### config.mk
export PLATFORM = sky130hd
export DESIGN_NAME = ohl_acc
export DESIGN_NICKNAME = d
export VERILOG_FILES = /design/src/hw/rtl/ohl_pkg.sv /design/src/hw/rtl/ohl_acc.sv
export SDC_FILE = /design/constraint.sdc
export NUM_CORES = 1
export LEC_CHECK = 0
export ABC_AREA = 1
export BUFFER_PORTS_ARGS = -buffer_cell sky130_fd_sc_hd__buf_4
export CAP_MARGIN = 30
export CORE_MARGIN = 2
export CORE_UTILIZATION = 44
export CTS_CLUSTER_DIAMETER = 120
export DETAILED_ROUTE_END_ITERATION = 7
export HOLD_SLACK_MARGIN = 0.05
export PLACE_DENSITY = 0.85
export SETUP_SLACK_MARGIN = 0.15
export SLEW_MARGIN = 10
export SYNTH_ARGS = -nofsm -noshare
export SYNTH_HDL_FRONTEND = slang
export SYNTH_SLANG_ARGS = --single-unit
export TNS_END_PERCENT = 10
### constraint.sdc
create_clock -name i_clk -period 2.7 [get_ports i_clk]
set_input_delay 0.27 -clock i_clk [delete_from_list [all_inputs] [get_ports i_clk]]
set_output_delay 0.27 -clock i_clk [all_outputs]
set_load 0.02 [all_outputs]
### src/hw/rtl/ohl_pkg.sv
`timescale 1ns / 1ps
// ----------------------------------------------------------------------------
// ohl_pkg
// shared types and codes for the one-hot lut xor evaluator
// ----------------------------------------------------------------------------
package ohl_pkg;

    // item kinds carried on s_axis_tuser
    typedef enum logic [1:0] {
        KIND_LUT  = 2'd0,
        KIND_SEL  = 2'd1,
        KIND_EVAL = 2'd2
    } t_kind;

    // configuration register indexes
    localparam logic CFG_ACTIVE_IN_BITS = 1'b0;
    localparam logic CFG_OUT_BITS       = 1'b1;

    localparam int SEL_WORD_BITS = 64;
    localparam int BIT_POS_W     = 6;

    // input word layout
    localparam int IN_TDATA_W  = 80;
    localparam int OUT_TDATA_W = 64;

    typedef enum logic [1:0] {
        ST_IDLE,
        ST_RUN,
        ST_DRAIN,
        ST_EMIT
    } t_state;

    // sequencer to accumulator control
    typedef struct packed {
        logic                 start;
        logic                 fold;
        logic [BIT_POS_W-1:0] bit_pos;
        logic                 emit;
    } t_acc_ctl;

endpackage

### src/hw/rtl/ohl_acc.sv
`timescale 1ns / 1ps
// ----------------------------------------------------------------------------
// ohl_acc
// xor accumulator, output width mask and result register
// ----------------------------------------------------------------------------
module ohl_acc
    import ohl_pkg::*;
#(
    parameter int OUT_BITS = 64
) (
    input  logic                     i_clk,
    input  logic                     i_rst_n,
    input  t_acc_ctl                 i_ctl,
    input  logic [OUT_BITS-1:0]      i_init,
    input  logic [OUT_BITS-1:0]      i_lut_rdata,
    input  logic [SEL_WORD_BITS-1:0] i_sel_rdata,
    input  logic [6:0]               i_out_bits,
    input  logic                     i_tready,
    output logic                     o_slot_free,
    output logic                     o_tvalid,
    output logic [OUT_BITS-1:0]      o_result
);

    logic [OUT_BITS-1:0] r_acc;
    logic [OUT_BITS-1:0] r_result;
    logic                r_valid;
    logic [OUT_BITS-1:0] out_mask;

    // widths above OUT_BITS saturate since k never reaches them
    always_comb begin
        for (int k = 0; k < OUT_BITS; k++) begin
            out_mask[k] = (7'(k) < i_out_bits);
        end
    end

    always_ff @(posedge i_clk) begin
        if (i_ctl.start) begin
            r_acc <= i_init;
        end else if (i_ctl.fold && i_sel_rdata[i_ctl.bit_pos]) begin
            r_acc <= r_acc ^ i_lut_rdata;
        end
        if (i_ctl.emit) begin
            r_result <= r_acc & out_mask;
        end
    end

    always_ff @(posedge i_clk) begin
        if (!i_rst_n) begin
            r_valid <= 1'b0;
        end else if (i_ctl.emit) begin
            r_valid <= 1'b1;
        end else if (i_tready) begin
            r_valid <= 1'b0;
        end
    end

    assign o_slot_free = !r_valid || i_tready;
    assign o_tvalid    = r_valid;
    assign o_result    = r_result;

endmodule

==> summary.md <==
| Metric | Value |
|---|---|
| Outcome | finished, final reports clean |
| Final HPWL DP | 15000 um |
| Residual overflow from global routing | 0 |
| XOR/XNOR Fraction of Synth Area | 8.50% |
| Ys flop type | edfxtp_1 |
| PortBufs | 276 |
| Synth Net Count | 878 |
| Synth Area in Adders | 0% |
| Tcrit/Tclk final | 68.0% |
| Top Family by Delay on Critical Path | buffers and inverters |
| Layout Nets | 1153 |
| Number of top-level pins | 277 |
| RSZ-0062 raised after global routing | no |
| Register bit total from synthesis | 129 |
| CTS sink count | 129 |
| Initial antenna violation count | 0 |
| Slowest Stage Delay on Critical Path | 0.38 ns |
| Startpoint Class | primary input |
| Setup TNS | 0 ns |
| Clk_lat worst skew | 0.40 ns |
| TritonCTS Buffers | 17 |
| Reg-to-reg startpoint | r_acc[62] |
| Die X | 126 um |
| Worst hold path endpoint | o_tvalid |
| Initial Util | 45.2% |
| Placed Instances | 1107 |
| Cells along the critical path | buf_4, inv_8, nand2_1, nand3_1, nand3_1, nand2_1, nand2_1, nand3_1, nand2_1, nand2_1, nand3_1, nand2_4, buf_4 |
| Die Height | 126 um |
| Leakage | 4.12 nW |
| Wire length per cell | 18.0 um |
| Critical path class | in2reg |
| Yosys warnings | 0 |
| Final setup vio count | 0 |
| Vias per cell | 5.16 |
| Worst r2r dst | r_acc[62] |
| CP Data Required Time | 2.75 ns |
| GR peak layer | met2 |
| CTS-repair resized insts | 0 |
| GRT Overall Usage | 25.5% |
| Clock Path Buffers | 2 |
| Worst Path Buf+Inv | 3 |
| Post-Synth Simple-Gate Area | 17.2% |
| Fmax | 545 MHz |
| N_diodes | 0 |
| Layout Cells excl Fill | 1139 |
| Met3 Use GR | 4.93% |
| Hold depth | 2 |
| Grt met2 use | 44.0% |
| Least-Margin Pin Slew | 0.936 ns |
| Crit. End Element | flop |
| Slew Viols, Final | 0 |
| Syn Area/Cell | 9.89 um2 |
| Layout area overhead | 40.7% |
| Multiplexer share of the synthesized area | 0% |
| CP most frequent cell | nand2_1 |
| Standard-cell rows | 44 |
| Distinct cells, synth | 28 |
| Clock transition at path regs | 0.05 ns |
| Post-layout min period | 1.84 ns |
| Syn Std Cell Area | 6600 um2 |
| Slowest cell on the critical path | buf_4 |
| Clock root buffer | clkbuf_16 |
| Share of layout cells above drive strength 1 | 33.6% |
| Met1 usage | 31.7% |
| ANT nets after route | 0 |
| Data arrival time of the worst path | 1.89 ns |
| Asr flop ratio synth | 0% |
| 1st-iter DRT viols | 372 |
| Worst IR Drop VDD | 0.429 mV |
| Hold buffer count at cts | 0 |
| Largest net degree at the start of global routing | 66 |
| DRT Pass-1 Iters | 7 |
| Pwr/cell area | 613 nW/um2 |
| Final hold violation count | 0 |
| GPL Wtd Cong | 0.857 |
| Clock skew | 0.00648 ns |
| DR vias | 5874 |
| Max cap viols | 0 |
| Post-CTS Setup Inserts | 0 |
| H-tree depth | 4 |
| Worst hold path class | in2reg |
| Largest family of logic cells by synthesized area | simple AND/OR/NAND/NOR gates |
| Die ar. | 16000 um2 |
| Sequential share of the synthesized area | 58.6% |
| Post-synth EDFFs | 128 |
| Worst reg2reg setup slack | 1.68 ns |
| Mapped Cells | 667 |
| Reg2Reg Depth | 2 |
| Slew Limit Headroom | 37.1% |
| Core area | 14600 um2 |
| First-pass GRT wire length | 31100 um |
| CTS tree | yes |
| Fillers | 1209 |
| Compound-Gate Fraction of Synth Area | 9.98% |
| Vias in the first global route | 5766 |
| Hold Crit Start | i_rst_n |
| Worst-path fanout max | 33 |
| Residual DRC count | 0 |
| WL final | 20500 um |
worst reg2reg max path, delay by kind of cell, from the launching register on:
kind | cells | cell delay, ns
AO/OA/AOI/OAI | 1 | 0.25
XOR/XNOR | 1 | 0.15
flip-flops | 1 | 0.42
stage by stage:
step           area [um2]  setup WS, ns  hold slack (ns)  utilization (%)  total power, W
2_1_floorplan        6600         0.452            0.382                -         0.00320
3_3_place_gp         8780         0.530            0.488             60.2         0.00374
3_5_place_dp         8780         0.484            0.499             60.2         0.00377
4_1_cts              9280         0.916            0.111             63.6         0.00571
5_1_grt              9280         0.703            0.118             63.6         0.00592
6_report             9280         0.864            0.129             63.6         0.00569
flip-flops by register name, indices dropped and copies added, names as in the netlist:
signal	cells
o_result	64
r_acc	64
o_tvalid	1
worst max-delay path by stage:
stage | cells after the start | slack, ns | end | from
6_report | 13 | 0.86 | r_acc[39] | i_ctl[1]
5_1_grt | 13 | 0.70 | r_acc[39] | i_ctl[1]
4_1_cts | 13 | 0.92 | r_acc[45] | i_ctl[1]
3_5_place_dp | 13 | 0.48 | r_acc[45] | i_ctl[1]
3_3_place_gp | 13 | 0.53 | r_acc[14] | i_ctl[1]
2_1_floorplan | 13 | 0.45 | r_acc[0] | i_ctl[1]
layout by cell type (no fill, tap or decap), drive strengths merged:
| cell | instances |
|---|---|
| a21boi | 6 |
| clkinv | 5 |
| o211a | 1 |
| nand2 | 177 |
| nor3b | 2 |
| dfxtp | 1 |
| inv | 48 |
| o21a | 2 |
| a31oi | 1 |
| edfxtp | 128 |
| a21oi | 15 |
| nor2 | 40 |
| o21ai | 90 |
| o211ai | 7 |
| nand3 | 55 |
| nor3 | 1 |
| clkbuf | 25 |
| buf | 285 |
| clkinvlp | 2 |
| xnor2 | 64 |
layer usage:
layer / part of all wire (%) / up-vias
met1: 40 / 2756
met4: 2.8 / 0
li1: - / 2813
met3: 6.5 / 32
met5: 0 / -
met2: 50 / 273
cell families after synthesis:
kind of cell,count (synthesis)
xor gates and xnor gates,64
buffers and inverters,77
and+or+nand+nor,275
DFF,129
AOI/OAI and AO/OA,122
area by class of cell:
| class | instances | area, um2 | area share [%] |
|---|---|---|---|
| Clock buffer | 25 | 455 | 4.91 |
| Tap cell | 184 | 230 | 2.48 |
| Timing Repair Buffer | 285 | 2140 | 23.1 |
| Multi-Input combinational cell | 461 | 2360 | 25.4 |
| Clock inverter | 7 | 37.5 | 0.405 |
| Sequential cell | 129 | 3860 | 41.6 |
| Inverter | 48 | 190 | 2.05 |
report_power, final:
part           total, W  internal, W  switching (W)
Combinational   0.00111     0.000536       0.000570
Sequential      0.00264      0.00250       0.000133
Clock           0.00194      0.00116       0.000784
synth_stat cells, types with 2 or more instances:
library cell / instances / area, um2
a21oi_1: 14 / 70.1
o21ai_0: 89 / 445
nand2_1: 168 / 631
nor3b_1: 2 / 15.0
buf_2: 8 / 40.0
nand2_2: 9 / 56.3
edfxtp_1: 128 / 3840
clkbuf_1: 11 / 41.3
buf_4: 2 / 15.0
nor2_1: 39 / 146
nand3_1: 55 / 275
a21boi_0: 6 / 45.0
buf_6: 6 / 67.6
inv_1: 46 / 173
o21a_1: 2 / 15.0
xnor2_1: 64 / 561
o211ai_1: 7 / 52.6
Note: power is estimated with default switching activity, not from simulation.
