$ cat config.mk
export PLATFORM = sky130hd
export DESIGN_NAME = ohl_seq
export DESIGN_NICKNAME = d
export VERILOG_FILES = /design/src/hw/rtl/ohl_pkg.sv /design/src/hw/rtl/ohl_seq.sv
export SDC_FILE = /design/constraint.sdc
export NUM_CORES = 1
export LEC_CHECK = 0
export BUFFER_PORTS_ARGS = -buffer_cell sky130_fd_sc_hd__buf_4
export CAP_MARGIN = 5
export CORE_ASPECT_RATIO = 0.7
export CORE_MARGIN = 3
export CORE_UTILIZATION = 55
export CTS_CLUSTER_SIZE = 14
export DETAILED_ROUTE_END_ITERATION = 10
export PLACE_DENSITY = 0.84
export SLEW_MARGIN = 20
export SYNTH_ARGS = -nofsm -noshare
export SYNTH_HDL_FRONTEND = slang
export SYNTH_SLANG_ARGS = --single-unit
export TNS_END_PERCENT = 10
$ cat constraint.sdc
create_clock -name i_clk -period 5.4 [get_ports i_clk]
set_input_delay 0.81 -clock i_clk [delete_from_list [all_inputs] [get_ports i_clk]]
set_output_delay 0.81 -clock i_clk [all_outputs]
set_load 0.005 [all_outputs]
$ cat src/hw/rtl/ohl_pkg.sv
`timescale 1ns / 1ps
// ----------------------------------------------------------------------------
// ohl_pkg
// shared types and codes for the one-hot lut xor evaluator
// ----------------------------------------------------------------------------
package ohl_pkg;

    // item kinds carried on s_axis_tuser
    typedef enum logic [1:0] {
        KIND_LUT  = 2'd0,
        KIND_SEL  = 2'd1,
        KIND_EVAL = 2'd2
    } t_kind;

    // configuration register indexes
    localparam logic CFG_ACTIVE_IN_BITS = 1'b0;
    localparam logic CFG_OUT_BITS       = 1'b1;

    localparam int SEL_WORD_BITS = 64;
    localparam int BIT_POS_W     = 6;

    // input word layout
    localparam int IN_TDATA_W  = 80;
    localparam int OUT_TDATA_W = 64;

    typedef enum logic [1:0] {
        ST_IDLE,
        ST_RUN,
        ST_DRAIN,
        ST_EMIT
    } t_state;

    // sequencer to accumulator control
    typedef struct packed {
        logic                 start;
        logic                 fold;
        logic [BIT_POS_W-1:0] bit_pos;
        logic                 emit;
    } t_acc_ctl;

endpackage

$ cat src/hw/rtl/ohl_seq.sv
`timescale 1ns / 1ps
// ----------------------------------------------------------------------------
// ohl_seq
// evaluate sequencer: walks the table entries and forms the read addresses
// ----------------------------------------------------------------------------
module ohl_seq
    import ohl_pkg::*;
#(
    parameter int IN_BITS = 8
) (
    input  logic                                      i_clk,
    input  logic                                      i_rst_n,
    input  logic                                      i_accept,
    input  logic [1:0]                                i_kind,
    input  logic [7:0]                                i_rot,
    input  logic [3:0]                                i_active_in_bits,
    input  logic                                      i_slot_free,
    output logic                                      o_ready,
    output t_acc_ctl                                  o_ctl,
    output logic [IN_BITS-1:0]                        o_lut_raddr,
    output logic [((IN_BITS > 6) ? IN_BITS - 6 : 1)-1:0] o_sel_raddr
);

    localparam int VA = (IN_BITS > 6) ? IN_BITS - 6 : 1;
    localparam int PW = VA + BIT_POS_W;

    t_state                 r_state, n_state;
    logic [IN_BITS-1:0]     r_i, n_i;
    logic [IN_BITS-1:0]     r_rot, n_rot;
    logic                   r_pend;
    logic [BIT_POS_W-1:0]   r_bit_pos;
    logic [4:0]             n_eff;
    logic [IN_BITS-1:0]     sel_mask;
    logic [IN_BITS-1:0]     rot_bit;
    logic [PW-1:0]          rot_pad;
    logic                   start;

    // entry count is 2^n with n clamped to 1..IN_BITS
    always_comb begin
        n_eff = (i_active_in_bits == 4'd0) ? 5'd1 : {1'b0, i_active_in_bits};
        for (int k = 0; k < IN_BITS; k++) begin
            sel_mask[k] = (5'(k) < n_eff);
        end
    end

    assign rot_bit     = (r_i ^ r_rot) & sel_mask;
    assign rot_pad     = PW'(rot_bit);
    assign o_lut_raddr = r_i;
    assign o_sel_raddr = rot_pad[PW-1:BIT_POS_W];
    assign start       = i_accept && (i_kind == KIND_EVAL);

    always_ff @(posedge i_clk) begin
        if (!i_rst_n) begin
            r_state <= ST_IDLE;
            r_pend  <= 1'b0;
        end else begin
            r_state <= n_state;
            r_pend  <= (r_state == ST_RUN);
        end
    end

    always_ff @(posedge i_clk) begin
        r_i       <= n_i;
        r_rot     <= n_rot;
        r_bit_pos <= rot_pad[BIT_POS_W-1:0];
    end

    always_comb begin
        n_state       = r_state;
        n_i           = r_i;
        n_rot         = r_rot;
        o_ready       = 1'b0;
        o_ctl.start   = start;
        o_ctl.fold    = r_pend;
        o_ctl.bit_pos = r_bit_pos;
        o_ctl.emit    = 1'b0;
        case (r_state)
            ST_IDLE: begin
                o_ready = 1'b1;
                if (start) begin
                    n_i     = '0;
                    n_rot   = IN_BITS'(i_rot);
                    n_state = ST_RUN;
                end
            end
            ST_RUN: begin
                n_i = r_i + 1'b1;
                if (r_i == sel_mask) begin
                    n_state = ST_DRAIN;
                end
            end
            ST_DRAIN: begin
                // last read folds in this cycle
                n_state = ST_EMIT;
            end
            ST_EMIT: begin
                if (i_slot_free) begin
                    o_ctl.emit = 1'b1;
                    n_state    = ST_IDLE;
                end
            end
            default: begin
                n_state = ST_IDLE;
            end
        endcase
    end

endmodule

==> results of run 1 <==
## where the power goes
part / switching [mW] / leakage (nW) / internal (mW)
sequential: 0.0304 / 0.224 / 0.234
clock: 0.0552 / 0.0150 / 0.0289
combinational: 0.0639 / 0.436 / 0.0794
total: 0.150 / 0.675 / 0.343
## through the flow
step                power (mW)  std cells
floorplan                0.357        126
global placement         0.404        183
detailed placement       0.412        183
CTS                      0.494        187
global route             0.521        187
finish                   0.492        187
## metal layers
layer | part of all wire | vias to the layer above | routed length, um | global-route usage
li1 | - | 488 | - | -
met1 | 0.40 | 448 | 1100 | 0.229
met2 | 0.51 | 45 | 1410 | 0.346
met3 | 0.090 | 2 | 248 | 0.0610
met4 | 0.0040 | 0 | 11 | 0.0372
met5 | 0 | - | 0 | 0
## sequential cells by signal (all words and copies together), names as in the netlist
name / count
r_pend: 1
o_lut_raddr: 8
r_rot: 8
r_state: 2
r_bit_pos: 6
## cells in the final DEF (no fill, tap or decap)
cell      netlist  final
buf_4           5     37
edfxtp_1       16     16
xnor2_1        11     11
and2_1         10     10
nand2_1         9      9
dfxtp_1         9      9
nor2_1          7      7
a21oi_1         7      7
inv_1           5      5
xor2_1          5      5
nand3_1         5      5
ha_1            5      5
nor4b_1         3      3
clkbuf_4        0      3
o21ai_0         2      2
o31ai_1         2      2
and3_1          2      2
mux2i_1         2      2
a31oi_1         1      1
o21a_1          1      1
nor3_2          0      1
a21o_1          1      1
nor3_1          2      1
a21boi_1        1      1
o41ai_1         1      1
or4_1           1      1
o21ai_1         1      1
or3b_1          1      1
nor2b_1         1      1
o221a_2         1      1
o221ai_2        1      1
and3_2          1      1
clkbuf_1        1      1
## worst paths after layout
kind	cells after the start	slack (ns)	endpoint
max reg2reg	5	3.38	o_lut_raddr[0]
max	3	3.23	o_sel_raddr[1]
min	1	0.46	r_bit_pos[0]
min reg2reg	1	0.46	r_bit_pos[0]
## kinds of logic after synthesis
| family | synth area share |
|---|---|
| and+or+nand+nor | 0.167 |
| DFF | 0.487 |
| AOI/OAI and AO/OA | 0.0950 |
| buffers and inverters | 0.0867 |
| xor gates and xnor gates | 0.103 |
| adders and majority gates | 0.0461 |
| muxes | 0.0148 |
## area by class of cell
type	count	area (sq um)	area share
tap	32	40.0	0.0249
timing repair buffer	37	278	0.173
inverter	5	18.8	0.0117
multi-input combinational	84	583	0.363
sequential	25	661	0.411
clock buffer	4	26.3	0.0164
==> summary.md, run 1 <==
| Metric | Value |
|---|---|
| Root Buffer | `clkbuf_4` |
| Synth cell count leaders | `16 x edfxtp_1, 11 x xnor2_1, 10 x and2_1` |
| Syn_nets | `149` |
| Synth Instances | `126` |
| Critical Path Fanout Max | `6` |
| Row cnt | `14` |
| Post-layout min period | `2.17 ns` |
| Post-CTS Setup Inserts | `0` |
| Status | `finished, final reports clean` |
| Critical path start-end classification | `register to output pin` |
| Hold Path Origin | `r_rot[0]` |
| Final instance area | `1610 sq um` |
| Worst R2R Start | `r_state[1]` |
| Mapped Avg Cell Area | `between 10 and 15 sq um` |
| Yosys top cell by area | `edfxtp_1` |
| Total Nets Final | `179` |
| Clk buf depth | `2` |
| TritonCTS Sinks | `25` |
| Fill cell count | `183` |
| Fin Clk Skew | `0.00597 ns` |
| Core Area | `2240 sq um` |
| First-pass GRT wire length | `4.28 mm` |
| Worst Path Required | `around 4.6 ns` |
| Die height | `around 48 um` |
| Worst IR drop on VDD | `0.188 mV` |
| Chip Width | `65.4 um` |
| Yosys cell types | `34` |
| Crit path max-delay family | `flip-flops` |
| Post-DR wirelength/cell | `14.8 um` |
| Worst setup startpoint | `o_lut_raddr[7]` |
| Seq/Total Area, Yosys | `0.487` |
| Layout cells sized above 1 | `0.284` |
| Max cap viols | `0` |
| Top-count cell post-synth | `edfxtp_1` |
| F_max | `461 MHz` |
| DPL Wire Length | `approximately 2.1 mm` |
| Synth Register Bits | `25` |
| Leak pwr | `approximately 0.67 nW` |
| CTS tree | `yes` |
| Antenna-violating nets left | `0` |
| CTS Buf Count | `3` |
| Cells along the critical path | `xor2_1 > and2_1 > buf_4` |
| Post-synth EDFFs | `16` |
| Worst setup EP type | `output pin` |
| IO buf count | `37` |
| Slowest stage delay, CP | `0.54 ns` |
| Power density over the cells | `306 nW/um^2` |
| Rel. slew slack | `0.527` |
| Initial DRT Pass Iterations | `5` |
| Vias post-DR | `approximately 980` |
| Util after Layout | `0.717` |
| Hold slack final | `0.461 ns` |
| Pins Over Slew Limit | `0` |
| # diodes | `0` |
| Worst setup margin | `3.23 ns` |
| Hold buffers post-CTS | `0` |
| Clock Pin Slew Worst Setup and Hold Paths | `between 0.1 and 0.15 ns` |
| Min-Delay Path Class | `register to register` |
| Residual DRC count | `0` |
| Global placer's final weighted congestion | `about 0.77` |
| Yosys warning total | `0` |
| Pin count of the biggest net entering global routing | `16` |
| Top cell type's share of synthesized area | `0.354` |
| Critical Path AT | `1.36 ns` |
| Post-Route WL | `2.77 mm` |
| Asr flop ratio synth | `0` |
| Vias in the first global route | `931` |
| Fin Setup TNS | `0 ns` |
| DR iter-0 viols | `53` |
| CTS resizes | `0` |
| Final Cycle Share | `0.401` |
| Top post-synthesis cells by area | `edfxtp_1 35%, dfxtp_1 13%, xnor2_1 7.1%, and2_1 4.6%, ha_1 4.6%` |
| GR Util All Layers | `0.190` |
| Cell Area, Synth | `1360 sq um` |
| Pre-CTS setup slack | `2.82 ns` |
| Initial antenna violation count | `0` |
| Area added between synthesis and finish | `18.5%` |
| Total global routing overflow | `0` |
| Worst slew pin tran | `0.706 ns` |
| Ys flop type | `edfxtp_1` |
| RSZ-0062 raised after global routing | `false` |
| Skew-Pair Late Insertion Delay | `between 0.3 and 0.4 ns` |
| Die ar. | `3110 sq um` |
| Crit path launch type | `register` |
| Worst Path Buf+Inv | `1` |
| Top-level I/O count | `38` |
| Final-report setup violation count | `0` |
| Htree depth | `1` |
| Initial Util | `0.605` |
| Final hold vios | `0` |
| Slowest stage cell, crit path | `edfxtp_1` |
| Placed Area | `1580 sq um` |
| Avg Vias per Cell | `5.26` |
Note: power is estimated with default switching activity, not from simulation.
==> run 2: changes to the inputs <==
- ABC_AREA: unset -> 1
- CORE_UTILIZATION: 55 -> 50
- PLACE_DENSITY: 0.84 -> 0.78
- clock period: 5.4 -> 2.2 ns (I/O delays scaled with it)
==> summary.md, run 2 <==
| Metric | Value |
|---|---|
| Status | `finished, final reports clean` |
| Post-CTS Setup Inserts | `0` |
| Hold Path End | `r_rot[6]` |
| Top cell type's share of synthesized area | `0.374` |
| Compound-cell area share of the yosys netlist | `0.0701` |
| Worst R2R Start | `r_state[1]` |
| Largest family of logic cells by synthesized area | `simple AND/OR/NAND/NOR gates` |
| Total power draw | `2.04 mW` |
| Post-synth EDFFs | `16` |
| Combinational Power Share | `0.429` |
| Hold path cells | `1` |
| Final-report setup violation count | `0` |
| Worst slew pin tran | `0.617 ns` |
| Sw power | `0.772 mW` |
| Final Cycle Share | `0.720` |
| Final hold vios | `0` |
| Cells along the critical path | `inv_1 > ha_1 > inv_2 > nor2_1` |
| Hold Path Origin | `i_rot[6]` |
| Skew-Pair Late Insertion Delay | `0.28 ns` |
| Total global routing overflow | `0` |
| Htree depth | `1` |
| Synth Register Bits | `25` |
| Fraction of the mapped netlist area in simple logic gates | `0.225` |
| Chip Width | `66.6 um` |
| Critical path start-end classification | `register to register` |
| Initial DRT Pass Iterations | `4` |
| Initial antenna violation count | `0` |
| Synth Instances | `147` |
| Int Power | `1.27 mW` |
| Crit path launch type | `register` |
| Vias in the first global route | `around 970` |
| Synth cell count leaders | `32 x nand2_1, 16 x edfxtp_1, 16 x inv_1` |
| Leak pwr | `0.759 nW` |
| Multiplexer area fraction after synthesis | `0` |
| GR Util All Layers | `0.192` |
| Post-Route WL | `approximately 2.8 mm` |
| Min-Delay Path Class | `primary input to register` |
| Reg2Reg Setup Slack | `0.62 ns` |
| CTS resizes | `0` |
| Synth Area in Adders | `0.0487` |
| Yosys top cell by area | `edfxtp_1` |
| Avg Vias per Cell | `4.92` |
| Fin Clk Skew | `0.0124 ns` |
| Clk buf depth | `2` |
| CTS tree | `yes` |
| Top post-synthesis cells by area | `edfxtp_1 37%, dfxtp_1 14%, nand2_1 9.3%, ha_1 4.9%, inv_1 4.7%` |
| DPL Wire Length | `2.22 mm` |
| Total Nets Final | `roughly 210` |
| Reg-to-Reg End | `r_rot[3]` |
| Most common cell after layout, fill and taps aside | `buf_4` |
| Seq/Total Area, Yosys | `0.514` |
| Mapped Avg Cell Area | `8.74 sq um` |
| Clock Pin Slew Worst Setup and Hold Paths | `0.09 ns` |
| Residual DRC count | `0` |
| Yosys warning total | `0` |
| Antenna-violating nets left | `0` |
| Most frequent cells in the layout | `38 x buf_4, 32 x nand2_1, 16 x inv_1, 16 x edfxtp_1, 15 x nor2_1` |
| Root Buffer | `clkbuf_8` |
| Ys flop type | `edfxtp_1` |
| Worst Path Buf+Inv | `2` |
| Syn_nets | `170` |
| Hold buffers post-CTS | `0` |
| Worst IR drop on VDD | `0.743 mV` |
| # diodes | `0` |
| Placed Area | `1580 sq um` |
| Critical Path AT | `1.49 ns` |
| Yosys cell types | `21` |
| Die ar. | `3220 sq um` |
| Critical Path Fanout Max | `8` |
| Initial Util | `0.560` |
| Hold slack final | `0.230 ns` |
| Pins Over Slew Limit | `0` |
| Die height | `48.4 um` |
| Fin Setup TNS | `0 ns` |
| Crit path max-delay family | `simple AND/OR/NAND/NOR gates` |
| Rel. slew slack | `0.587` |
| Global placer's final weighted congestion | `0.833` |
| Worst Path Required | `2.11 ns` |
| Max cap viols | `0` |
| Slowest stage cell, crit path | `nor2_1` |
| Asr flop ratio synth | `0` |
| DR iter-0 viols | `65` |
| FF-to-FF path depth | `4` |
| RSZ-0062 raised after global routing | `false` |
| Slowest stage delay, CP | `roughly 0.49 ns` |
| Clock power frac | `0.138` |
| Fill cell count | `roughly 190` |
| Top-level I/O count | `38` |
| Pin count of the biggest net entering global routing | `14` |
| Net Sw Frac | `0.378` |
| Stages on worst setup path | `4` |
| Cell Area, Synth | `about 1300 sq um` |
| Area added between synthesis and finish | `26.5%` |
| Layout cells sized above 1 | `0.286` |
| IO buf count | `37` |
| Post-DR wirelength/cell | `13.1 um` |
| Post-layout min period | `approximately 1.6 ns` |
| F_max | `approximately 630 MHz` |
| Vias post-DR | `about 1100` |
| First-pass GRT wire length | `4.62 mm` |
| TritonCTS Sinks | `25` |
| Row cnt | `14` |
| XOR/XNOR Fraction of Synth Area | `0.0545` |
| Sequential Power Share | `0.432` |
| Worst setup EP type | `register` |
| CTS Buf Count | `3` |
| Core Area | `between 2000 and 2500 sq um` |
| Final instance area | `1630 sq um` |
| Top-count cell post-synth | `nand2_1` |
| Power density over the cells | `1260 nW/um^2` |
[run 2: logic make-up (layout without fill, tap and decap cells)]
group	Yosys count	in the layout
simple gates	67	67
flops	25	25
xor+xnor	8	8
buf+inv	26	64
fa+ha+maj	5	5
compound gates	16	16
[run 2: metal layers]
layer / GRT usage / vias up / routed length, um
met1: 0.276 / 478 / 1390
li1: - / 547 / -
met3: 0.0532 / 6 / 178
met5: 0 / - / 0
met4: 0.0507 / 0 / 33
met2: 0.283 / 36 / 1240
[run 2: final cells by class]
type / count / area (sq um) / area share
Tap cell: 32 / 40.0 / 0.0246
Sequential cell: 25 / 661 / 0.406
Timing Repair Buffer: 38 / 285 / 0.176
Clock buffer: 4 / 45.0 / 0.0277
Inverter: 22 / 82.6 / 0.0508
Multi-Input combinational cell: 96 / 512 / 0.315
[run 2: how the worst max path moves through the flow]
stage	startpoint	endpoint	slack, ns
floorplan	r_state[0]	o_lut_raddr[0]	0.61
global placement	i_active_in_bits[2]	r_state[0]	0.72
detailed placement	r_state[0]	r_rot[3]	0.63
CTS	r_state[1]	r_rot[3]	0.61
global route	o_lut_raddr[4]	o_lut_raddr[7]	0.50
finish	r_state[1]	r_rot[3]	0.62
[run 2: power groups by stage]
| stage | clock (mW) | combinational (mW) | sequential (mW) |
|---|---|---|---|
| after floorplan | 0 | 0.502 | 0.865 |
| after global placement | 0 | 0.853 | 0.878 |
| after detailed placement | 0 | 0.882 | 0.889 |
| after CTS | 0.290 | 0.887 | 0.880 |
| after global routing | 0.317 | 0.983 | 0.908 |
| final | 0.282 | 0.878 | 0.883 |
[run 2: metrics by stage]
stage	worst slack, ns	utilization	std cells
floorplan	0.607	-	147
global placement	0.718	0.689	213
detailed placement	0.632	0.689	213
CTS	0.612	0.708	217
global route	0.498	0.708	217
finish	0.617	0.708	217
==> run 3: changes to the inputs <==
- ABC_AREA: 1 -> 0
- CORE_UTILIZATION: 50 -> 46
- PLACE_DENSITY: 0.78 -> 0.75
- clock period: 2.2 -> 1.4 ns (I/O delays scaled with it)
==> summary.md, run 3 (synthesis gave the netlist of run 1 again) <==
| Metric | Value |
|---|---|
| Reg2Reg Setup Slack | `-0.18 ns` |
| Pin count of the biggest net entering global routing | `14` |
| Chip Width | `a little over 70 um` |
| Vias in the first global route | `1121` |
| Most common cell after layout, fill and taps aside | `buf_4` |
| Die height | `51.4 um` |
| Worst setup EP type | `register` |
| Post-Route WL | `3.09 mm` |
| CTS Buf Count | `3` |
| Layout cells sized above 1 | `0.416` |
| Worst IR drop on VDD | `about 0.69 mV` |
| Htree depth | `1` |
| Top-level I/O count | `38` |
| Row cnt | `15` |
| Initial Util | `0.516` |
| # diodes | `0` |
| Post-layout min period | `1.58 ns` |
| IO buf count | `37` |
| Worst Path Required | `1.55 ns` |
| Reg-to-Reg End | `r_state[1]` |
| Non-Filler Instances | `212` |
| Min-Delay Path Class | `primary input to register` |
| Die ar. | `3650 sq um` |
| Dpl cells | `208` |
| Worst slew pin tran | `around 0.42 ns` |
| Failing checks | `setup timing` |
| First-pass GRT wire length | `5.10 mm` |
| Post-DR wirelength/cell | `14.6 um` |
| Final instance area | `1850 sq um` |
| Antenna-violating nets left | `0` |
| RSZ-0062 raised after global routing | `true` |
| Total global routing overflow | `0` |
| FF-to-FF path depth | `5` |
| Pins Over Slew Limit | `0` |
| Total Nets Final | `around 200` |
| Residual DRC count | `0` |
| Most frequent cells in the layout | `58 x buf_4, 16 x edfxtp_1, 11 x xnor2_1` |
| Final-report setup violation count | `12` |
| Rel. slew slack | `0.717` |
| Clk buf depth | `2` |
| Vias post-DR | `~1100` |
| Skew-Pair Late Insertion Delay | `0.27 ns` |
| Util after Layout | `0.706` |
| Leak pwr | `0.795 nW` |
| Post-CTS Setup Inserts | `0` |
| GR Util All Layers | `0.182` |
| Fin Setup TNS | `-0.451 ns` |
| Crit path launch type | `register` |
| Global placer's final weighted congestion | `slightly above 0.8` |
| Avg Vias per Cell | `5.04` |
| Hold Path End | `r_rot[3]` |
| Hold Path Origin | `i_rot[3]` |
| Hold path cells | `1` |
| Critical Path AT | `1.73 ns` |
| Core Area | `2630 sq um` |
| TritonCTS Sinks | `25` |
| Fin Clk Skew | `0.000986 ns` |
| Critical Path Fanout Max | `2` |
| Final hold vios | `0` |
| Worst setup margin | `-0.178 ns` |
| DPL Wire Length | `2.40 mm` |
| Initial DRT Pass Iterations | `4` |
| Power density over the cells | `between 1000 and 1500 nW/um^2` |
| Total power draw | `between 2 and 2.5 mW` |
| Placed Area | `1770 sq um` |
| DR iter-0 viols | `66` |
| Critical path start-end classification | `register to register` |
| Clock Pin Slew Worst Setup and Hold Paths | `0.08 ns` |
| Worst R2R Start | `o_lut_raddr[3]` |
| Status | `complete, but fails checks` |
| CTS tree | `yes` |
| F_max | `634 MHz` |
| Max cap viols | `0` |
| Root Buffer | `clkbuf_8` |
| Area added between synthesis and finish | `36.7%` |
| Initial antenna violation count | `0` |
| Final Cycle Share | `1.13` |
run 3: cell types whose count changed in the layout (fill, tap and decap cells not counted), moves of 4 or more:
cell / change
nor2_1: -8
and2_1: +10
buf_4: +20
nand2_1: -23
nand3_1: -4
xnor2_1: +5
inv_1: -14
run 3: layer usage:
metal | up-vias | track usage | share of wire
li1 | 537 | - | -
met1 | 493 | 0.231 | 0.46
met2 | 32 | 0.305 | 0.48
met3 | 6 | 0.0511 | 0.053
met4 | 0 | 0.0531 | 0.014
met5 | - | 0 | 0
run 3: power by group:
| part | switching (mW) | total, mW | internal, mW |
|---|---|---|---|
| clock network | 0.220 | 0.423 | 0.204 |
| logic | 0.349 | 0.805 | 0.456 |
| registers | 0.0730 | 0.978 | 0.905 |
run 3: repair_timing:
item	in CTS	in global routing
endpoints found under the setup margin	21	23
gates cloned	0	0
pin swaps	4	2
hold buffers	0	0
resized for setup	6	4
run 3: worst max-delay path by stage:
stage                   startpoint    endpoint  cells past startpoint
6_report            o_lut_raddr[3]  r_state[1]                      5
5_1_grt             o_lut_raddr[7]  r_state[1]                      5
4_1_cts             o_lut_raddr[3]  r_state[1]                      5
3_5_place_dp        o_lut_raddr[6]  r_state[1]                      5
3_3_place_gp   i_active_in_bits[2]  r_state[1]                      6
2_1_floorplan       o_lut_raddr[3]  r_state[0]                      6
run 3: area by class of cell:
type	instances	area [sq um]
Inverter	5	18.8
Clock buffer	4	45.0
Tap cell	34	42.5
Multi-Input combinational cell	84	619
Timing Repair Buffer	60	467
Fill cell	200	773
Sequential cell	25	662
run 3: critical path, cell delays in order (launching register included):
cell and delay, ns:
edfxtp_1 0.38, or4_1 0.47, o21ai_1 0.13, o221a_2 0.20
o221ai_2 0.12, mux2i_1 0.16
run 3: per-stage QoR:
stage          setup WS [ns]  hold slack (ns)
3_3_place_gp          -0.139            0.389
6_report              -0.178            0.113
2_1_floorplan         -0.263            0.309
3_5_place_dp          -0.190            0.390
4_1_cts               -0.182            0.107
5_1_grt               -0.274           0.0973
